==> src/rtl/vfr_pkg.sv <==
// Shared constants and types for the vertical FIR reduce block.
package vfr_pkg;

  localparam int MAX_WIDTH_DEF     = 4096;
  localparam int MAX_TAPS_DEF      = 256;
  localparam int FRACTION_BITS_DEF = 12;

  localparam int ACC_W    = 32;
  localparam int PIXEL_W  = 8;
  localparam int COEF_W   = 16;
  localparam int COLUMN_W = 12;
  localparam int IN_TDATA_W  = 24;
  localparam int OUT_TDATA_W = 24;

  localparam int CFG_INDEX_W = 8;
  localparam int CFG_DATA_W  = 13;
  localparam int ROW_WIDTH_W = 13;
  localparam int TAP_COUNT_W = 9;

  localparam logic [ROW_WIDTH_W-1:0] ROW_WIDTH_RST = 13'd4096;
  localparam logic [TAP_COUNT_W-1:0] TAP_COUNT_RST = 9'd1;

  // register indexes on the configuration channel
  localparam logic [CFG_INDEX_W-1:0] REG_ROW_WIDTH = 8'd0;
  localparam logic [CFG_INDEX_W-1:0] REG_TAP_COUNT = 8'd1;

  // per-item control tag from the sequencer to the accumulate stage
  typedef struct packed {
    logic first_tap;  // start the column from the rounding constant
    logic emit;       // last tap: produce a result
    logic last_col;   // last column of the row
  } ctl_t;

endpackage

==> src/rtl/vfr_seq.sv <==
// Configuration registers and column/tap sequencer.
module vfr_seq
  import vfr_pkg::*;
#(
  parameter int MAX_WIDTH = MAX_WIDTH_DEF,
  parameter int MAX_TAPS  = MAX_TAPS_DEF,
  localparam int CW = (MAX_WIDTH > 1) ? $clog2(MAX_WIDTH) : 1,
  localparam int TW = (MAX_TAPS > 1) ? $clog2(MAX_TAPS) : 1
) (
  input  logic                   clk,
  input  logic                   rst_n,
  input  logic                   cfg_valid,
  input  logic [CFG_INDEX_W-1:0] cfg_index,
  input  logic [CFG_DATA_W-1:0]  cfg_data,
  input  logic                   accept,
  output logic [CW-1:0]          col,
  output ctl_t                   ctl
);

  localparam logic [16:0] MW = 17'(MAX_WIDTH);
  localparam logic [10:0] MT = 11'(MAX_TAPS);

  logic [ROW_WIDTH_W-1:0] row_width_r;
  logic [TAP_COUNT_W-1:0] tap_count_r;
  logic [CW-1:0]          col_r, col_nxt;
  logic [TW-1:0]          tap_r, tap_nxt;
  logic [16:0]            rw_ext;
  logic [10:0]            tc_ext;
  logic [CW-1:0]          col_last;
  logic [TW-1:0]          tap_last;
  logic                   last_col, last_tap;

  always_ff @(posedge clk) begin
    if (!rst_n) begin
      row_width_r <= ROW_WIDTH_RST;
      tap_count_r <= TAP_COUNT_RST;
    end else if (cfg_valid) begin
      case (cfg_index)
        REG_ROW_WIDTH: row_width_r <= cfg_data[ROW_WIDTH_W-1:0];
        REG_TAP_COUNT: tap_count_r <= cfg_data[TAP_COUNT_W-1:0];
        default: ;
      endcase
    end
  end

  // effective limits: zero acts as one, oversize acts as the maximum
  always_comb begin
    rw_ext = 17'(row_width_r);
    tc_ext = 11'(tap_count_r);
    if (rw_ext == '0) begin
      col_last = '0;
    end else if (rw_ext > MW) begin
      col_last = CW'(MAX_WIDTH - 1);
    end else begin
      col_last = CW'(rw_ext - 17'd1);
    end
    if (tc_ext == '0) begin
      tap_last = '0;
    end else if (tc_ext > MT) begin
      tap_last = TW'(MAX_TAPS - 1);
    end else begin
      tap_last = TW'(tc_ext - 11'd1);
    end
  end

  assign last_col = (col_r >= col_last);
  assign last_tap = (tap_r >= tap_last);

  always_comb begin
    col_nxt = col_r;
    tap_nxt = tap_r;
    if (accept) begin
      if (last_col) begin
        col_nxt = '0;
        tap_nxt = last_tap ? '0 : tap_r + TW'(1);
      end else begin
        col_nxt = col_r + CW'(1);
      end
    end
  end

  always_ff @(posedge clk) begin
    if (!rst_n) begin
      col_r <= '0;
      tap_r <= '0;
    end else begin
      col_r <= col_nxt;
      tap_r <= tap_nxt;
    end
  end

  assign col           = col_r;
  assign ctl.first_tap = (tap_r == '0);
  assign ctl.emit      = last_tap;
  assign ctl.last_col  = last_col;

endmodule

==> config.mk <==
export PLATFORM = sky130hd
export DESIGN_NAME = vfr_seq
export DESIGN_NICKNAME = d
export VERILOG_FILES = /design/src/rtl/vfr_pkg.sv /design/src/rtl/vfr_seq.sv
export SDC_FILE = /design/constraint.sdc
export NUM_CORES = 1
export LEC_CHECK = 0
export BUFFER_PORTS_ARGS = -buffer_cell sky130_fd_sc_hd__buf_4
export CORE_MARGIN = 3
export CORE_UTILIZATION = 23
export CTS_CLUSTER_SIZE = 30
export DETAILED_ROUTE_END_ITERATION = 10
export PLACE_DENSITY_LB_ADDON = 0.15
export SYNTH_ARGS = -nofsm -noshare
export SYNTH_HDL_FRONTEND = slang
export SYNTH_SLANG_ARGS = --single-unit
==> constraint.sdc <==
create_clock -name clk -period 9.05 [get_ports clk]
set_input_delay 0.4525 -clock clk [delete_from_list [all_inputs] [get_ports clk]]
set_output_delay 0.4525 -clock clk [all_outputs]
set_load 0.03 [all_outputs]
==> flow_summary.ini <==
[cts]
htreeDepth = 2
clk_pin_slew_ns = 0.07
clk_latency_ns = 0.29
cts_inserted_buffers = 5
cts_resized = 0
ctsLongestPathBuffers = 2
cts_tree = done
cts-root-buf = clkbuf_16
cts_sinks = 42
postCtsSetupBuffers = 0
cts_hold_buf = 0

[cells_and_area]
layout-area-overhead-vs-synth_pct = 21.1
nets = 407
multi_input_area_mm2 = 0.00179
final-seq-area_um2 = 841
antenna_cells = 0
nFillCells = 1227
layout-drive-gt1-share_pct = 15.4
mostFrequentLayoutCells = 42 x dfxtp_1, 40 x buf_4, 31 x nor2_1
final_common_cell = dfxtp_1

[global_route]
grt_pass1_vias = 2221
overflow = 0
grt_use_total_pct = 10.7
grt_antenna_before_repair = 0
grt_max_degree = 39
grt_pass1_wl_um = 11400

[worst_setup_path]
r2r-end = tap_r[7]
cp-end-kind = primary output
path_cells = nor4_2 -> nand2b_1 -> or3_4 -> nand2b_1 -> a21oi_1 -> a21oi_1 -> ha_1 -> nand2b_1 -> a2111oi_0 -> or4b_1 -> nand3_1 -> buf_4
cp-start-kind = flop
slowest_stage = a2111oi_0
crit_type = reg -> out
reg2reg_from = row_width_r[4]
reg2regPathDepth = 13
max_stage_delay_ns = 0.47
reg2reg_setup_slack_ns = 5.46
cp_common_cell = nand2b_1
worstPathMaxFanout = 6
required_ns = 8.60
worst-endpoint-arrival_ns = 3.49

[sta]
fin_worst_skew_ns = 0.00880
rsz0062_at_grt = no
fin_ws_ns = 5.11
tightest_slew_ns = 0.569
fin_crit_sh_pct = 43.6
tns_ns = 0
period_needed_ns = 3.94
maxSlewViolCount = 0
max_freq_ghz = 0.254
finalSetupViolCount = 0
relSlewSlack_pct = 62.0
report.final.hold_viol_count = 0

[route]
wl_per_cell_um = 13.7
antenna_left = 0
drc_errors = 0
drtIter0Drc = 104
dr.pass1.iters = 4
wl_um = 6870
avgViaCountPerCell = 4.57
vias = 2288

[yosys]
synth.avg_cell_area_um2 = 8.53
netlist_instances = 322
synth-edff-count = 0
synthFlopType = dfxtp_1
yosysWarnings = 0
synth_cell_type_count = 46
synth_area_mm2 = 0.00275
synth_seq_area_share_pct = 30.6
synth_seq_cells = 42
async_reset_ff_share_pct = 0
syn_nets = 372

[power]
p_leak_nw = 1.42
power_density_mw_per_mm2 = 128
peakVddDrop_uv = 73.4

[die]
die_area_mm2 = 0.0133
core_area_mm2 = 0.0116
num_rows = 39
die_width_um = 115
pin_count = 40
fp.dieH_um = 115
start_util_pct = 23.7

[run_status]
status = finished, final reports clean

[placement]
routabilityCongestion = 0.773
io_buffers = 39
place_hpwl_um = 5310
dp_slack_ns = 5.43

[worst_hold_path]
min_from = cfg_data[12]
hold_path_depth = 3
min_to = row_width_r[12]
min_path_type = in -> reg

[run]
cap_violations = 0
## synthesized netlist by cell type, types with 6 or more instances
cell type,number,area [µm²]
a21oi_1,17,85.1
and3_1,8,50.1
clkbuf_1,6,22.5
dfxtp_1,42,841
ha_1,25,313
inv_1,12,45.0
mux2i_1,23,230
nand2_1,24,90.1
nand3_1,10,50.1
nand4_1,6,37.5
nor2_1,31,116
nor2b_1,20,125
nor3_1,9,45.0
o21ai_0,11,55.1
xnor2_1,6,52.6
xor2_1,15,131
## power by group
part	internal [mW]	total (mW)	switching, mW
logic	0.0130	0.0259	0.0129
clock network	0.131	0.211	0.0805
registers	0.186	0.188	0.00167
total	0.330	0.425	0.0950
## registers in the layout, summed over array words and instances (netlist names)
signal	count
tap_count_r	9
col	12
row_width_r	13
tap_r	8
## worst max-delay path, delay by kind of cell (launching register included)
kind | cells | cell delay [ns]
flops | 1 | 0.37
simple gates | 7 | 1.63
buf+inv | 1 | 0.23
compound gates | 3 | 0.70
fa+ha+maj | 1 | 0.27
## cell families after synthesis
kind of cell	Yosys count	share of synthesized area [%]
flip-flops	42	30.6
XOR/XNOR	21	6.70
adder cells (fa/ha/maj)	27	12.1
multiplexers	23	8.39
AND/OR/NAND/NOR	133	25.9
buffers and inverters	24	4.19
AO/OA/AOI/OAI	52	12.0
## final cells by class
class	instances	area share [%]
Timing Repair Buffer	40	9.04
Multi-Input combinational cell	256	53.8
Tap cell	143	5.38
Clock inverter	3	1.32
Sequential cell	42	25.3
Inverter	12	1.36
Clock buffer	5	3.77
## routing by layer
layer | part of all wire, % | routed length, µm | track usage [%] | up-vias
met2 | 46 | 3140 | 16.9 | 34
li1 | - | - | - | 1219
met3 | 3.1 | 211 | 2.26 | 4
met1 | 50 | 3460 | 14.9 | 1031
met5 | 0 | 0 | 0 | -
met4 | 0.74 | 51 | 2.58 | 0
## worst max-delay path by stage
stage                        start       end  slack [ns]
finish              row_width_r[4]    ctl[0]        5.11
global route        row_width_r[4]    ctl[0]        4.83
CTS                 row_width_r[4]    ctl[0]        5.11
detailed placement  row_width_r[4]    ctl[0]        5.43
global placement    row_width_r[4]    ctl[0]        5.45
floorplan           row_width_r[4]  tap_r[3]        5.81
## metrics by stage
stage	utilization (%)	hold WS, ns	power [mW]	std cells	cell area (µm²)
2_1_floorplan	-	0.474	0.205	322	2750
3_3_place_gp	27.3	0.493	0.218	493	3150
3_5_place_dp	27.3	0.507	0.218	493	3150
4_1_cts	28.7	0.370	0.433	501	3320
5_1_grt	28.7	0.414	0.442	501	3320
6_report	28.7	0.376	0.425	501	3320
No activity file was read; power rests on OpenSTA's default activity.
