`config.mk`:
```
export PLATFORM = sky130hd
export DESIGN_NAME = vfr_mac
export DESIGN_NICKNAME = d
export VERILOG_FILES = /design/src/rtl/vfr_pkg.sv /design/src/rtl/vfr_mac.sv
export SDC_FILE = /design/constraint.sdc
export NUM_CORES = 1
export LEC_CHECK = 0
export BUFFER_PORTS_ARGS = -buffer_cell sky130_fd_sc_hd__clkbuf_2
export CORE_MARGIN = 3
export CORE_UTILIZATION = 60
export DETAILED_ROUTE_END_ITERATION = 10
export GPL_ROUTABILITY_DRIVEN = 0
export PLACE_DENSITY = 0.82
export SLEW_MARGIN = 10
export SYNTH_ARGS = -nofsm -noshare
export SYNTH_HDL_FRONTEND = slang
export SYNTH_SLANG_ARGS = --single-unit
```
`constraint.sdc`:
```
create_clock -name clk -period 22.2 [get_ports clk]
set_clock_uncertainty 0.2 [all_clocks]
set_input_delay 2.22 -clock clk [delete_from_list [all_inputs] [get_ports clk]]
set_output_delay 2.22 -clock clk [all_outputs]
set_load 0.005 [all_outputs]
```
`src/rtl/vfr_pkg.sv`:
```
// Shared constants and types for the vertical FIR reduce block.
package vfr_pkg;

  localparam int MAX_WIDTH_DEF     = 4096;
  localparam int MAX_TAPS_DEF      = 256;
  localparam int FRACTION_BITS_DEF = 12;

  localparam int ACC_W    = 32;
  localparam int PIXEL_W  = 8;
  localparam int COEF_W   = 16;
  localparam int COLUMN_W = 12;
  localparam int IN_TDATA_W  = 24;
  localparam int OUT_TDATA_W = 24;

  localparam int CFG_INDEX_W = 8;
  localparam int CFG_DATA_W  = 13;
  localparam int ROW_WIDTH_W = 13;
  localparam int TAP_COUNT_W = 9;

  localparam logic [ROW_WIDTH_W-1:0] ROW_WIDTH_RST = 13'd4096;
  localparam logic [TAP_COUNT_W-1:0] TAP_COUNT_RST = 9'd1;

  // register indexes on the configuration channel
  localparam logic [CFG_INDEX_W-1:0] REG_ROW_WIDTH = 8'd0;
  localparam logic [CFG_INDEX_W-1:0] REG_TAP_COUNT = 8'd1;

  // per-item control tag from the sequencer to the accumulate stage
  typedef struct packed {
    logic first_tap;  // start the column from the rounding constant
    logic emit;       // last tap: produce a result
    logic last_col;   // last column of the row
  } ctl_t;

endpackage

```
`src/rtl/vfr_mac.sv`:
```
// Accumulate stage: multiply, read-modify-write of the line store, clamp, output register.
module vfr_mac
  import vfr_pkg::*;
#(
  parameter int MAX_WIDTH     = MAX_WIDTH_DEF,
  parameter int FRACTION_BITS = FRACTION_BITS_DEF,
  localparam int CW = (MAX_WIDTH > 1) ? $clog2(MAX_WIDTH) : 1
) (
  input  logic                   clk,
  input  logic                   rst_n,
  input  logic                   accept,
  input  logic [PIXEL_W-1:0]     pixel,
  input  logic [COEF_W-1:0]      coefficient,
  input  logic [CW-1:0]          col,
  input  ctl_t                   ctl,
  output logic                   take_ready,
  input  logic [ACC_W-1:0]       ram_q,
  output logic                   wr_en,
  output logic [CW-1:0]          wr_addr,
  output logic [ACC_W-1:0]       wr_data,
  output logic                   out_tvalid,
  input  logic                   out_tready,
  output logic [OUT_TDATA_W-1:0] out_tdata,
  output logic                   out_tlast
);

  localparam logic [ACC_W-1:0] ROUND = ACC_W'(1) << (FRACTION_BITS - 1);

  logic                   s1_valid_r;
  logic [PIXEL_W-1:0]     s1_pixel_r;
  logic [COEF_W-1:0]      s1_coef_r;
  logic [CW-1:0]          s1_col_r;
  ctl_t                   s1_ctl_r;
  logic                   fwd_r;
  logic [ACC_W-1:0]       fwd_data_r;
  logic                   out_valid_r;
  logic [PIXEL_W-1:0]     out_value_r;
  logic [COLUMN_W-1:0]    out_col_r;
  logic                   out_last_r;

  logic                   s1_go, out_load;
  logic signed [24:0]     prod;
  logic [ACC_W-1:0]       base, acc;
  logic [PIXEL_W-1:0]     clamped;

  assign out_load   = s1_valid_r && s1_ctl_r.emit && (!out_valid_r || out_tready);
  assign s1_go      = s1_valid_r && (!s1_ctl_r.emit || !out_valid_r || out_tready);
  assign take_ready = !s1_valid_r || s1_go;

  always_comb begin
    prod = $signed({1'b0, s1_pixel_r}) * $signed(s1_coef_r);
    if (s1_ctl_r.first_tap) begin
      base = ROUND;
    end else if (fwd_r) begin
      base = fwd_data_r;
    end else begin
      base = ram_q;
    end
    acc = base + ACC_W'(prod);
    // clamp the arithmetic shift to 0..255
    if (acc[ACC_W-1]) begin
      clamped = '0;
    end else if (|acc[ACC_W-2:FRACTION_BITS+PIXEL_W]) begin
      clamped = '1;
    end else begin
      clamped = acc[FRACTION_BITS +: PIXEL_W];
    end
  end

  assign wr_en   = s1_go;
  assign wr_addr = s1_col_r;
  assign wr_data = acc;

  always_ff @(posedge clk) begin
    if (!rst_n) begin
      s1_valid_r  <= 1'b0;
      out_valid_r <= 1'b0;
      fwd_r       <= 1'b0;
    end else begin
      if (accept) begin
        s1_valid_r <= 1'b1;
        // same column written this edge: take the new sum instead of the RAM
        fwd_r      <= s1_go && (s1_col_r == col);
      end else if (s1_go) begin
        s1_valid_r <= 1'b0;
      end
      if (out_load) begin
        out_valid_r <= 1'b1;
      end else if (out_tready) begin
        out_valid_r <= 1'b0;
      end
    end
  end

  always_ff @(posedge clk) begin
    if (accept) begin
      s1_pixel_r <= pixel;
      s1_coef_r  <= coefficient;
      s1_col_r   <= col;
      s1_ctl_r   <= ctl;
      fwd_data_r <= acc;
    end
    if (out_load) begin
      out_value_r <= clamped;
      out_col_r   <= COLUMN_W'(s1_col_r);
      out_last_r  <= s1_ctl_r.last_col;
    end
  end

  assign out_tvalid = out_valid_r;
  assign out_tdata  = OUT_TDATA_W'({out_col_r, out_value_r});
  assign out_tlast  = out_last_r;

endmodule
```
==> flow_summary_export.csv, run 1 <==
group,metric,value,unit
status,outcome,"complete, no violations",
logic_synthesis,yosysMostFrequentCell,"inv_1",
clock_network,post_cts_resized,0,
sta,hold_violations,0,
logic_synthesis,synth_compound_area_frac,0.1053,
place,numPortBuffers,142,
logic_synthesis,ys_ff_latch,95,
logic_synthesis,synth_seq_area_share,0.2858,
clock_network,cts_root_buffer,"clkbuf_16",
routing,drc_errors,0,
sta,fin_crit_sh,0.4945,
critical_path,r2r_start,"s1_pixel_r[2]$_DFFE_PP_",
clock_network,clock-sinks,95,
grt,grt-busiest-layer,"met2",
logic_synthesis,netlist_area,9878,um2
logic_synthesis,ys_async_sr_fraction,0,
finish,n_fill_cell,1262,
critical_path,crit_fanout,16,
floorplan,core,16000,um2
logic_synthesis,synth_top_family_by_area,"adder cells",
sta,setup_tns,0,ps
grt,met1_usage,0.3208,
place,place_area,10740,um2
critical_path,r2r.worst_path.cells,32,
critical_path,path_common_cell,"inv_1",
clock_network,cts_setup_buffers,0,
logic_synthesis,yosysUniqueCellTypes,74,
critical_path,cpMaxStageDelayCell,"edfxtp_1",
finish,drive_above_1_share,0.1625,
job,cap_violations,0,
finish,final_cell_area,11030,um2
routing,vias,7298,
sta,period_minus_slack,10980,ps
grt,antenna_found_initial,0,
grt,grt_pass1_wl,36490,um
critical_path,cp-start-kind,"flop",
logic_synthesis,syn_avg_cell_area,10.15,um2
finish,antenna_cells,0,
routing,wl_per_cell,16.43,um
grt,grt_usage,0.2531,
hold_path,hp-class,"reg -> reg",
sta,rsz0062_at_grt,"no",
routing,finalWirelength,21750,um
routing,via_per_inst,5.512,
routing,antenna_left,0,
logic_synthesis,ys_top_cells_by_count,"inv_1 (165), fa_1 (103), edfxtp_1 (92)",
finish,final_nets,1360,
sta,max_freq,91.09,MHz
critical_path,cpPeakStageDelay,690,ps
routing,drt_iter0_drc,431,
logic_synthesis,yosys_warnings,0,
clock_network,clk_path_buf_depth,2,
clock_network,htree_levels,3,
critical_path,cp.arrival,8560,ps
critical_path,r2r_setup_slack,12850,ps
sta,drv_slew,0,
clock_network,cts.clk_slew.worst_paths,70,ps
clock_network,cts_hold_buf,0,
critical_path,endpoint_kind,"output port",
critical_path,cp_num_buf_inv,5,
grt,grt_max_degree,74,
hold_path,hp-start,"s1_ctl_r[0]$_DFFE_PP_",
critical_path,worstPathRequired,19780,ps
logic_synthesis,synth_top_area_cell,"edfxtp_1",
place,dp_hpwl,17050,um
floorplan,placementRows,46,
clock_network,cts_tree,"yes",
logic_synthesis,synth-adder-area-share,0.3075,
floorplan,ioPinCount,147,
grt,overflow,0,
grt,met2_usage,0.4508,
logic_synthesis,synth_ff_type,"edfxtp_1",
grt,grt_pass1_vias,7646,
critical_path,timing.rr.end,"out_value_r[2]$_SDFFCE_PP0P_",
logic_synthesis,syn_inst,973,
critical_path,cpLargestDelayFamily,"compound AO/OA/AOI/OAI gates",
floorplan,die_h,134.3,um
floorplan,die_x,134.3,um
grt,gr-usage-met3,0.03526,
sta,setup-violations-final,0,
routing,drtPass1Iterations,9,
logic_synthesis,synth_area_leaders,"edfxtp_1 (28%), fa_1 (21%), ha_1 (9.9%)",
sta,slew_headroom,0.3315,
clock_network,clkLatencyLatePin,350,ps
hold_path,worstHoldPathCells,0,
hold_path,whs_endpoint,"out_tlast$_DFFE_PP_",
logic_synthesis,synth-simple-area-share,0.1307,
sta,worstMarginPinSlew,1003,ps
floorplan,initial_core_util,0.6174,
critical_path,worstSetupPathType,"reg -> out",
floorplan,dieArea,18040,um2
clock_network,numCtsBuffers,9,
logic_synthesis,synth_edf_count,92,
finish,area_growth,11.67,%
logic_synthesis,synth.area.mux_share,0.03445,
logic_synthesis,synth_top_cell_area_share,0.2797,
logic_synthesis,synthXorXnorAreaFrac,0.05738,
-- registers in the layout, indices dropped and copies added, names as in the netlist --
name and cells:
out_value_r 8, out_tlast 1, s1_coef_r 16, out_col_r 12, fwd_data_r 32, out_tvalid 1
s1_ctl_r 3, wr_addr 12, s1_valid_r 1, s1_pixel_r 8, fwd_r 1
-- cell type report --
| type | instances | area [um2] | area share |
|---|---|---|---|
| flip-flops and latches | 95 | 2824 | 0.2560 |
| multi-input cells | 687 | 6291 | 0.5703 |
| clock inverters | 5 | 57.56 | 0.005218 |
| repair buffers | 145 | 735.7 | 0.06670 |
| well taps | 216 | 270.3 | 0.02450 |
| inverters | 166 | 623.1 | 0.05649 |
| clock buffers | 10 | 229.0 | 0.02076 |
-- through the flow --
| stage | instances | setup WS, ps | util | hold slack, ps |
|---|---|---|---|---|
| floorplan | 976 | 12470 | - | 200.3 |
| global placement | 1309 | 11950 | 0.6715 | 200.1 |
| detailed placement | 1309 | 11740 | 0.6715 | 211.0 |
| CTS | 1324 | 11270 | 0.6894 | 227.9 |
| global route | 1324 | 10590 | 0.6894 | 241.1 |
| finish | 1324 | 11220 | 0.6894 | 225.5 |
-- cells in the final DEF, fill, tap and decap left out, types with 3 or more instances in the layout --
| master | Yosys | routed |
|---|---|---|
| a21boi_0 | 4 | 4 |
| a21o_1 | 26 | 26 |
| a21o_2 | 4 | 4 |
| a21oi_1 | 30 | 30 |
| a31oi_1 | 13 | 13 |
| a41o_1 | 3 | 3 |
| and2_1 | 74 | 74 |
| buf_4 | 5 | 4 |
| clkbuf_16 | 0 | 9 |
| clkbuf_2 | 0 | 141 |
| conb_1 | 1 | 4 |
| edfxtp_1 | 92 | 92 |
| fa_1 | 103 | 103 |
| ha_1 | 78 | 78 |
| inv_1 | 165 | 165 |
| mux2i_1 | 34 | 34 |
| nand2_1 | 79 | 79 |
| nand3_1 | 7 | 7 |
| nor2_1 | 61 | 61 |
| nor2b_1 | 10 | 10 |
| nor3_1 | 5 | 5 |
| o21a_1 | 8 | 8 |
| o21ai_0 | 18 | 18 |
| o21ai_1 | 4 | 4 |
| or3_1 | 4 | 4 |
| xnor2_1 | 45 | 45 |
| xor2_1 | 16 | 16 |
-- cell families after synthesis --
logic type                 count (synthesis)
AOI/OAI and AO/OA                        146
xor gates and xnor gates                  63
adders and majority gates                181
buffers and inverters                    194
DFF                                       95
muxes                                     34
other                                      1
and+or+nand+nor                          259
-- how the worst max path moves through the flow --
stage | to | slack, ps | from | depth (start not counted)
after global routing | wr_data[28] | 10590 | s1_pixel_r[1]$_DFFE_PP_ | 33
after global placement | wr_data[28] | 11950 | s1_pixel_r[2]$_DFFE_PP_ | 33
after floorplan | wr_data[28] | 12470 | s1_pixel_r[2]$_DFFE_PP_ | 33
final | wr_data[28] | 11220 | s1_pixel_r[2]$_DFFE_PP_ | 33
after detailed placement | wr_data[28] | 11740 | s1_pixel_r[2]$_DFFE_PP_ | 33
after CTS | wr_data[28] | 11270 | s1_pixel_r[2]$_DFFE_PP_ | 33
-- routing by layer --
metal / up-vias / part of all wire / routed length, um
met5: - / 0 / 0
met4: 0 / 0.021 / 458
met3: 34 / 0.056 / 1223
met2: 261 / 0.52 / 11290
met1: 3541 / 0.40 / 8780
li1: 3462 / - / -
Power of run 1 is left out: the tool's default activity adds up to more than one toggle a clock period on the data nets, which glitch-free logic cannot reach.
==> run 2, diff against run 1 <==
- CORE_UTILIZATION: 60 -> 59
- PLACE_DENSITY: 0.82 -> 0.81
- clock period: 22.2 -> 10.96 ns (I/O delays scaled with it)
==> run 2 against run 1 <==
Effect of this change: cell area decreased by 0.22%; clock-buffer cell count unchanged; die area increased by 1.6%; via count decreased by 0.81%; critical endpoint unchanged.
==> flow_summary_export.csv, run 2 (same netlist as run 1, synthesis figures left out) <==
group,metric,value,unit
status,outcome,"complete, no violations",
place,pre_cts_slack,1515,ps
critical_path,cpPeakStageDelay,680,ps
job,cap_violations,0,
floorplan,die_x,135.4,um
finish,final_nets,1360,
critical_path,cp.arrival,8630,ps
critical_path,timing.rr.end,"out_value_r[1]$_SDFFCE_PP0P_",
floorplan,die_h,135.4,um
critical_path,r2r_setup_slack,1760,ps
sta,whs,231.4,ps
floorplan,initial_core_util,0.6130,
hold_path,whs_endpoint,"out_tlast$_DFFE_PP_",
sta,worstMarginPinSlew,985.7,ps
routing,antenna_left,0,
clock_network,numCtsBuffers,9,
grt,overflow,0,
hold_path,hp-start,"s1_ctl_r[0]$_DFFE_PP_",
routing,drtPass1Iterations,5,
finish,regArea,2824,um2
grt,antenna_found_initial,0,
clock_network,cts_tree,"yes",
sta,setup-violations-final,0,
routing,finalWirelength,21330,um
clock_network,clkLatencyLatePin,350,ps
clock_network,clk_path_buf_depth,2,
finish,drive_above_1_share,0.1616,
sta,hold_violations,0,
floorplan,dieArea,18330,um2
finish,top_regs,"fwd_data_r x32, s1_coef_r x16",
sta,setup_tns,0,ps
finish,n_fill_cell,1242,
grt,grt_max_degree,74,
routing,drt_iter0_drc,395,
finish,layout_commonest_cell,"inv_1",
finish,top_register,"fwd_data_r",
finish,final_cell_mix,"inv_1 (165), clkbuf_2 (141), fa_1 (103)",
grt,grt_pass1_vias,7507,
clock_network,cts_root_buffer,"clkbuf_16",
sta,worst_slack,1036,ps
clock_network,cts_hold_buf,0,
hold_path,hp-class,"reg -> reg",
critical_path,r2r_start,"s1_pixel_r[2]$_DFFE_PP_",
critical_path,r2r.worst_path.cells,32,
floorplan,core,16120,um2
sta,drv_slew,0,
clock_network,htree_levels,3,
finish,area_growth,11.42,%
routing,vias,7239,
critical_path,path_common_cell,"inv_1",
floorplan,ioPinCount,147,
sta,fin_crit_sh,0.9055,
critical_path,cp-start-kind,"flop",
routing,drc_errors,0,
grt,grt_usage,0.2455,
critical_path,cpMaxStageDelayCell,"edfxtp_1",
clock_network,clock-sinks,95,
routing,via_per_inst,5.468,
floorplan,placementRows,46,
critical_path,worstSetupPathType,"reg -> out",
finish,largest_register_ffs,32,
place,dp_hpwl,17000,um
clock_network,cts_setup_buffers,0,
clock_network,cts.clk_slew.worst_paths,60,ps
hold_path,worstHoldPathCells,0,
sta,slew_headroom,0.3429,
grt,grt_pass1_wl,35900,um
routing,wl_per_cell,16.11,um
place,numPortBuffers,142,
critical_path,crit_fanout,16,
finish,multi_input_area,6291,um2
clock_network,post_cts_resized,0,
finish,antenna_cells,0,
critical_path,worstPathRequired,9660,ps
critical_path,endpoint_kind,"output port",
sta,rsz0062_at_grt,"no",
sta,max_freq,100.8,MHz
sta,period_minus_slack,9924,ps
run 2: worst max-delay path: cells and delay by family, from the launching register on:
| kind | cells | cell delay, ps |
|---|---|---|
| compound gates | 14 | 3190 |
| fa+ha+maj | 6 | 2540 |
| simple gates | 6 | 750 |
| flops | 1 | 680 |
| xor+xnor | 2 | 670 |
| buf+inv | 5 | 460 |
run 2: how the worst max path moves through the flow:
stage                                  from          end
floorplan           s1_pixel_r[2]$_DFFE_PP_  wr_data[28]
global placement    s1_pixel_r[2]$_DFFE_PP_  wr_data[28]
detailed placement  s1_pixel_r[2]$_DFFE_PP_  wr_data[28]
CTS                 s1_pixel_r[0]$_DFFE_PP_  wr_data[28]
global route        s1_pixel_r[2]$_DFFE_PP_  wr_data[28]
finish              s1_pixel_r[2]$_DFFE_PP_  wr_data[28]
run 2: final cells by class:
class | count | share of cell area
multi-input combinational | 687 | 0.5716
clock buffer | 10 | 0.02080
sequential | 95 | 0.2566
clock inverter | 5 | 0.003069
inverter | 166 | 0.05661
tap | 216 | 0.02455
timing repair buffer | 145 | 0.06684
run 2: metrics by stage:
stage / instances / utilization / area, um2
after CTS: 1324 / 0.6830 / 11010
after detailed placement: 1309 / 0.6667 / 10740
after floorplan: 976 / - / 9889
after global routing: 1324 / 0.6830 / 11010
final: 1324 / 0.6830 / 11010
after global placement: 1309 / 0.6667 / 10740
run 2: routing by layer:
| layer | share of wire | vias up | global-route usage |
|---|---|---|---|
| li1 | - | 3461 | - |
| met1 | 0.41 | 3525 | 0.3226 |
| met2 | 0.51 | 216 | 0.4231 |
| met3 | 0.053 | 37 | 0.04123 |
| met4 | 0.023 | 0 | 0.06887 |
| met5 | 0 | - | 0 |
Power of run 2 is left out for the same reason.
